`src/i2cbs_pkg.sv`:
```
package i2cbs_pkg;

  // command codes carried in kind
  localparam logic [2:0] KIND_START   = 3'd0;
  localparam logic [2:0] KIND_STOP    = 3'd1;
  localparam logic [2:0] KIND_SEND    = 3'd2;
  localparam logic [2:0] KIND_RECV    = 3'd3;
  localparam logic [2:0] KIND_SEND_AK = 3'd4;
  localparam logic [2:0] KIND_RECV_AK = 3'd5;
  localparam logic [2:0] KIND_SAMPLE  = 3'd6;

  // receive wait modes
  localparam logic [1:0] WAIT_IDLE = 2'd0;
  localparam logic [1:0] WAIT_BYTE = 2'd1;
  localparam logic [1:0] WAIT_ACK  = 2'd2;

  // internal operation, resolved on the first step of an item
  localparam logic [3:0] OP_FAULT    = 4'd0;
  localparam logic [3:0] OP_START    = 4'd1;
  localparam logic [3:0] OP_STOP     = 4'd2;
  localparam logic [3:0] OP_SEND     = 4'd3;
  localparam logic [3:0] OP_RECV     = 4'd4;
  localparam logic [3:0] OP_SEND_AK  = 4'd5;
  localparam logic [3:0] OP_RECV_AK  = 4'd6;
  localparam logic [3:0] OP_SMP_ACK  = 4'd7;
  localparam logic [3:0] OP_SMP_BYTE = 4'd8;

  localparam logic [7:0] MSB_MASK = 8'h80;
  localparam logic [4:0] SEND_LAST_STEP = 5'd23;

  typedef struct packed {
    logic [2:0] kind;
    logic [7:0] tx_byte;
    logic       ack_value;
    logic       sda_in;
  } i2cbs_in_t;

  typedef struct packed {
    logic       scl_out;
    logic       sda_out;
    logic [7:0] rx_data;
    logic       rx_valid;
    logic       rx_is_ack;
    logic       fault;
    logic       last;
  } i2cbs_out_t;

endpackage

```
`src/i2c_master_bit_sequencer_unit.sv`:
```
// Channel  Direction  Handshake              Payload
// in_      input      in_valid / in_ready    i2cbs_in_t  (command or SDA sample)
// out_     output     out_valid / out_ready  i2cbs_out_t (one pin step per word)
//
// One result word per cycle while the output does not stall. An item makes
// 1 word (fault, final sample), 2 (other samples) up to 24 (send byte), paced by
// the single step counter. The first word follows once the item is registered.
// The next item is taken in the cycle the current item's last word is loaded.
// Synchronous active-low reset releases both pins and clears the receive state.
// A stalled output register holds its word and halts the step counter.
module i2c_master_bit_sequencer_unit
  import i2cbs_pkg::*;
(
  input  logic       clk,
  input  logic       rst_n,
  input  logic       in_valid,
  output logic       in_ready,
  input  i2cbs_in_t  in_data,
  output logic       out_valid,
  input  logic       out_ready,
  output i2cbs_out_t out_data
);

  logic       busy_r;
  i2cbs_in_t  cmd_r;
  logic [3:0] op_r;
  logic [4:0] step_r;
  logic [1:0] phase_r;
  logic [2:0] bit_r;

  logic       scl_r, sda_r;
  logic [1:0] wait_r;
  logic [3:0] bits_r;
  logic [7:0] shift_r;

  logic       out_valid_r;
  i2cbs_out_t out_r;

  logic       adv;
  logic       waiting;
  logic [3:0] op_dec, op_cur;
  logic       scl_nxt, sda_nxt;
  logic [1:0] wait_nxt;
  logic [3:0] bits_nxt;
  logic [7:0] shift_nxt;
  logic [7:0] rx_nxt;
  logic       rxv_nxt, ack_nxt, flt_nxt, lst_nxt;
  logic [7:0] smp_shift;
  logic [3:0] smp_bits;

  assign waiting = (wait_r == WAIT_BYTE) || (wait_r == WAIT_ACK);
  assign adv     = busy_r && (!out_valid_r || out_ready);
  assign in_ready = !busy_r || (adv && lst_nxt);

  always_comb begin
    op_dec = OP_FAULT;
    case (cmd_r.kind)
      KIND_START:   op_dec = waiting ? OP_FAULT : OP_START;
      KIND_STOP:    op_dec = waiting ? OP_FAULT : OP_STOP;
      KIND_SEND:    op_dec = waiting ? OP_FAULT : OP_SEND;
      KIND_RECV:    op_dec = waiting ? OP_FAULT : OP_RECV;
      KIND_SEND_AK: op_dec = waiting ? OP_FAULT : OP_SEND_AK;
      KIND_RECV_AK: op_dec = waiting ? OP_FAULT : OP_RECV_AK;
      KIND_SAMPLE: begin
        if (wait_r == WAIT_ACK) op_dec = OP_SMP_ACK;
        else if (wait_r == WAIT_BYTE) op_dec = OP_SMP_BYTE;
        else op_dec = OP_FAULT;
      end
      default:      op_dec = OP_FAULT;
    endcase
  end

  assign op_cur = (step_r == 5'd0) ? op_dec : op_r;

  assign smp_shift = cmd_r.sda_in ? (shift_r | (MSB_MASK >> bits_r[2:0])) : shift_r;
  assign smp_bits  = bits_r + 4'd1;

  always_comb begin
    scl_nxt   = scl_r;
    sda_nxt   = sda_r;
    wait_nxt  = wait_r;
    bits_nxt  = bits_r;
    shift_nxt = shift_r;
    rx_nxt    = 8'd0;
    rxv_nxt   = 1'b0;
    ack_nxt   = 1'b0;
    flt_nxt   = 1'b0;
    lst_nxt   = 1'b0;
    case (op_cur)
      OP_FAULT: begin
        flt_nxt = 1'b1;
        lst_nxt = 1'b1;
      end
      OP_START: begin
        case (step_r[1:0])
          2'd0: sda_nxt = 1'b1;
          2'd1: scl_nxt = 1'b1;
          2'd2: sda_nxt = 1'b0;
          default: begin
            scl_nxt = 1'b0;
            lst_nxt = 1'b1;
          end
        endcase
      end
      OP_STOP: begin
        case (step_r[1:0])
          2'd0: sda_nxt = 1'b0;
          2'd1: scl_nxt = 1'b1;
          default: begin
            sda_nxt = 1'b1;
            lst_nxt = 1'b1;
          end
        endcase
      end
      OP_SEND: begin
        // three steps per bit, MSB first: data, SCL high, SCL low
        case (phase_r)
          2'd0:    sda_nxt = cmd_r.tx_byte[~bit_r];
          2'd1:    scl_nxt = 1'b1;
          default: scl_nxt = 1'b0;
        endcase
        lst_nxt = (step_r == SEND_LAST_STEP);
      end
      OP_RECV: begin
        if (step_r == 5'd0) begin
          sda_nxt   = 1'b1;
          shift_nxt = 8'd0;
          bits_nxt  = 4'd0;
        end else begin
          scl_nxt  = 1'b1;
          wait_nxt = WAIT_BYTE;
          lst_nxt  = 1'b1;
        end
      end
      OP_SEND_AK: begin
        case (step_r[1:0])
          2'd0: sda_nxt = cmd_r.ack_value;
          2'd1: scl_nxt = 1'b1;
          default: begin
            scl_nxt = 1'b0;
            lst_nxt = 1'b1;
          end
        endcase
      end
      OP_RECV_AK: begin
        if (step_r == 5'd0) begin
          sda_nxt = 1'b1;
        end else begin
          scl_nxt  = 1'b1;
          wait_nxt = WAIT_ACK;
          lst_nxt  = 1'b1;
        end
      end
      OP_SMP_ACK: begin
        scl_nxt  = 1'b0;
        wait_nxt = WAIT_IDLE;
        rx_nxt   = {7'd0, cmd_r.sda_in};
        rxv_nxt  = 1'b1;
        ack_nxt  = 1'b1;
        lst_nxt  = 1'b1;
      end
      OP_SMP_BYTE: begin
        if (step_r == 5'd0) begin
          scl_nxt   = 1'b0;
          shift_nxt = smp_shift;
          if (smp_bits[3]) begin
            // eighth bit: report the byte on the SCL-low word
            wait_nxt = WAIT_IDLE;
            bits_nxt = 4'd0;
            rx_nxt   = smp_shift;
            rxv_nxt  = 1'b1;
            lst_nxt  = 1'b1;
          end else begin
            bits_nxt = smp_bits;
          end
        end else begin
          scl_nxt = 1'b1;
          lst_nxt = 1'b1;
        end
      end
      default: begin
        flt_nxt = 1'b1;
        lst_nxt = 1'b1;
      end
    endcase
  end

  always_ff @(posedge clk) begin
    if (!rst_n) begin
      busy_r      <= 1'b0;
      op_r        <= OP_FAULT;
      step_r      <= 5'd0;
      phase_r     <= 2'd0;
      bit_r       <= 3'd0;
      scl_r       <= 1'b1;
      sda_r       <= 1'b1;
      wait_r      <= WAIT_IDLE;
      bits_r      <= 4'd0;
      shift_r     <= 8'd0;
      out_valid_r <= 1'b0;
    end else begin
      if (adv) begin
        scl_r       <= scl_nxt;
        sda_r       <= sda_nxt;
        wait_r      <= wait_nxt;
        bits_r      <= bits_nxt;
        shift_r     <= shift_nxt;
        out_valid_r <= 1'b1;
        if (step_r == 5'd0) op_r <= op_dec;
        if (lst_nxt) begin
          step_r  <= 5'd0;
          phase_r <= 2'd0;
          bit_r   <= 3'd0;
        end else begin
          step_r <= step_r + 5'd1;
          if (phase_r == 2'd2) begin
            phase_r <= 2'd0;
            bit_r   <= bit_r + 3'd1;
          end else begin
            phase_r <= phase_r + 2'd1;
          end
        end
      end else if (out_ready) begin
        out_valid_r <= 1'b0;
      end
      if (in_valid && in_ready) begin
        busy_r <= 1'b1;
      end else if (adv && lst_nxt) begin
        busy_r <= 1'b0;
      end
    end
  end

  always_ff @(posedge clk) begin
    if (in_valid && in_ready) cmd_r <= in_data;
    if (adv) begin
      out_r.scl_out   <= scl_nxt;
      out_r.sda_out   <= sda_nxt;
      out_r.rx_data   <= rx_nxt;
      out_r.rx_valid  <= rxv_nxt;
      out_r.rx_is_ack <= ack_nxt;
      out_r.fault     <= flt_nxt;
      out_r.last      <= lst_nxt;
    end
  end

  assign out_valid = out_valid_r;
  assign out_data  = out_r;

  a_wait_legal: assert property (@(posedge clk) disable iff (!rst_n)
    (wait_r == WAIT_IDLE) || (wait_r == WAIT_BYTE) || (wait_r == WAIT_ACK))
    else $error("wait mode took the unused code");

  a_fault_clean: assert property (@(posedge clk) disable iff (!rst_n)
    out_valid && out_data.fault |-> !out_data.rx_valid && out_data.last)
    else $error("fault word carries receive data or is not final");

  a_ack_bit: assert property (@(posedge clk) disable iff (!rst_n)
    out_valid && out_data.rx_is_ack |-> out_data.rx_valid && out_data.rx_data[7:1] == 7'd0)
    else $error("ack word malformed");

  a_take_only_at_end: assert property (@(posedge clk) disable iff (!rst_n)
    busy_r && in_ready |-> adv && lst_nxt)
    else $error("new command taken while a sequence is still running");

  a_bits_bound: assert property (@(posedge clk) disable iff (!rst_n)
    bits_r[3] == 1'b0)
    else $error("receive bit count out of range");

endmodule
```
`config.mk`:
```
export PLATFORM = sky130hd
export DESIGN_NAME = i2c_master_bit_sequencer_unit
export DESIGN_NICKNAME = d
export VERILOG_FILES = /design/src/i2cbs_pkg.sv /design/src/i2c_master_bit_sequencer_unit.sv
export SDC_FILE = /design/constraint.sdc
export NUM_CORES = 1
export LEC_CHECK = 0
export BUFFER_PORTS_ARGS = -buffer_cell sky130_fd_sc_hd__buf_2
export CORE_ASPECT_RATIO = 1.5
export CORE_UTILIZATION = 50
export CTS_BUF_LIST = sky130_fd_sc_hd__clkbuf_8
export CTS_CLUSTER_SIZE = 14
export DETAILED_ROUTE_END_ITERATION = 10
export GPL_TIMING_DRIVEN = 0
export PLACE_DENSITY_LB_ADDON = 0.2
export SYNTH_ARGS = -nofsm -noshare
export SYNTH_HDL_FRONTEND = slang
export SYNTH_SLANG_ARGS = --single-unit
```
`constraint.sdc`:
```
create_clock -name clk -period 5.7 [get_ports clk]
set_input_delay 1.14 -clock clk [delete_from_list [all_inputs] [get_ports clk]]
set_output_delay 1.14 -clock clk [all_outputs]
set_load 0.02 [all_outputs]
```
==> impl_metrics.json <==
{
  "fin_nets": 393,
  "gp_congestion": 0.8777,
  "stdcell_area_um2": 3583,
  "ys_seq_area_frac": 0.4563,
  "drive_gt1_frac": 0.1821,
  "final-seq-area_um2": 1431,
  "tightest_slew_ns": 1.051,
  "wl_mm": 7.466,
  "grt_max_degree": 23,
  "synth_edf_count": 27,
  "drt_iter0_markers": 138,
  "max-cap-violations": 0,
  "finalHoldViolations": 0,
  "design.die.area_um2": 6601,
  "clkLatencyLatePin_ns": 0.34,
  "cts_tree": "done",
  "coreArea_um2": 6087,
  "track_usage": 0.2545,
  "postPlaceCellArea_um2": 3390,
  "slew-limit-headroom": 0.2794,
  "cts_sinks": 58,
  "synthFlopType": "dfxtp_1",
  "final_cell_mix": "buf_2, dfxtp_1, nor2_1, edfxtp_1, nand2_1",
  "port_buffers": 32,
  "overflow": 0,
  "cts.clk_slew.worst_paths_ns": 0.07,
  "fp.dieW_um": 66.67,
  "worst-setup-path-type": "reg -> out",
  "yosysWarningCount": 0,
  "cts_resized": 0,
  "critPathMaxFanout": 10,
  "power.density_nw_per_um2": 305.5,
  "outcome": "completed",
  "synth.ff_latch_count": 58,
  "firstDrtPassIters": 4,
  "internal_power_w": 0.0007623,
  "synthCells": 320,
  "final_common_cell": "buf_2",
  "power.share.sequential": 0.441,
  "cts_setup_buffers": 0,
  "synth-async-reset-ratio": 0,
  "p_clk_frac": 0.340,
  "start_util": 0.5153,
  "fp.dieH_um": 99.01,
  "wire_per_inst_um": 16.89,
  "fillerInstances": 539,
  "hold_class": "reg -> reg",
  "critPathArrivalTime_ns": 4.34,
  "fp-row-count": 35,
  "grt_pass1_wl_mm": 12.12,
  "diodes": 0,
  "period_minus_slack_ns": 5.484,
  "fmaxAchievable_mhz": 182.4,
  "critPathRequiredTime_ns": 4.56,
  "ant_nets": 0,
  "rsz0062_at_grt": "no",
  "clk_path_buf_depth": 2,
  "fin_crit_sh": 0.9621,
  "power.total_w": 0.001095,
  "report.final.slew_viol_count": 0,
  "cts_root_buf": "clkbuf_8",
  "synth_nets": 350,
  "vias": 2606,
  "antenna_found_initial": 0,
  "netSwitchingFraction": 0.3036,
  "area_growth_pct": 14.24,
  "synth_cell_types": 62,
  "setup_tns_ns": 0,
  "start_kind": "register",
  "comb_power_share": 0.219,
  "synthesis.area_um2": 3137,
  "vdd_drop_max_mv": 0.2243,
  "grt_pass1_vias": 2560,
  "endpoint_kind": "output port",
  "pin_count": 33,
  "cts_hold_buffers": 0,
  "multi_input_area_um2": 1600,
  "cts_buffers": 9,
  "fin_worst_skew_ns": 0.01137,
  "p_leak_nw": 1.367,
  "htreeDepth": 3,
  "dp_hpwl_mm": 5.733,
  "setup_violations": 0,
  "post-route-drc-count": 0,
  "synth.avg_cell_area_um2": 9.802,
  "power.switching_w": 0.0003323,
  "viasPerCell": 5.896
}
path summary, 6_finish.rpt:
check                           startpoint        end  slack [ns]  cells after the start
worst max register to register   step_r[0]   cmd_r[7]        1.21                      9
worst min-delay path                busy_r  out_valid        0.47                      2
worst min register to register      busy_r  out_valid        0.47                      2
worst max-delay path             step_r[0]   in_ready        0.22                      9
registers in the layout (all words and copies together), names as in the netlist:
name       flops
bit_r          3
step_r         5
cmd_r         13
shift_r        8
phase_r        2
bits_r         3
wait_r         2
out_data      14
busy_r         1
sda_r          1
scl_r          1
out_valid      1
op_r           4
kinds of logic after synthesis:
| logic type | share of synthesized area |
|---|---|
| AO/OA/AOI/OAI | 0.1959 |
| buffers and inverters | 0.03351 |
| multiplexers | 0.04707 |
| flip-flops | 0.4563 |
| adder cells (fa/ha/maj) | 0.05186 |
| AND/OR/NAND/NOR | 0.2126 |
| XOR/XNOR | 0.002793 |
power by group through the flow:
stage	combinational [W]	sequential, W	clock [W]
floorplan	0.000160	0.000501	0
global placement	0.000237	0.000491	0
detailed placement	0.000238	0.000492	0
CTS	0.000238	0.000483	0.000376
global route	0.000262	0.000486	0.000395
finish	0.000239	0.000483	0.000372
through the flow:
stage,std cells,setup slack (ns),util,hold WS [ns]
3_3_place_gp,426,0.5777,0.5568,0.4448
5_1_grt,442,0.03154,0.5887,0.4894
6_report,442,0.2162,0.5887,0.4706
2_1_floorplan,320,1.664,-,0.4354
4_1_cts,442,0.2363,0.5887,0.4681
3_5_place_dp,426,0.6359,0.5568,0.4527
synthesized netlist by cell type, types with 8 or more instances:
cell      count  area [µm²]
a21oi_1      24       120.1
and2_1        8       50.05
clkbuf_1     10       37.54
dfxtp_1      31       620.6
edfxtp_1     27       810.8
ha_1         13       162.7
inv_1        13       48.80
mux2i_1       8       80.08
nand2_1      25       93.84
nand3_1       8       40.04
nor2_1       27       101.4
nor3_1       11       55.05
o21ai_0      14       70.07
critical path, stage by stage, from the launching register on:
cell and delay, ns:
dfxtp_1 0.39, inv_1 0.16, ha_1 0.32, nor4b_1 0.48, clkbuf_1 0.41, mux2i_1 0.92, o21ai_0 0.28, a211oi_2 0.58
o21ai_0 0.24, buf_2 0.21
cell type report:
type	instances	share of cell area
buffer	11	0.01362
inverter	15	0.01571
clock inverter	6	0.01571
multi-input combinational	236	0.4466
sequential	58	0.3994
timing repair buffer	32	0.04469
tap	74	0.02584
clock buffer	10	0.03841
routing by layer:
layer  share of wire  up-vias  track usage
met2            0.52       69       0.4382
met5               0        -            0
met1            0.40     1213       0.2644
met4           0.055        0       0.1817
li1                -     1295            -
met3           0.029       29      0.05208
Note: power is estimated with default switching activity, not from simulation.
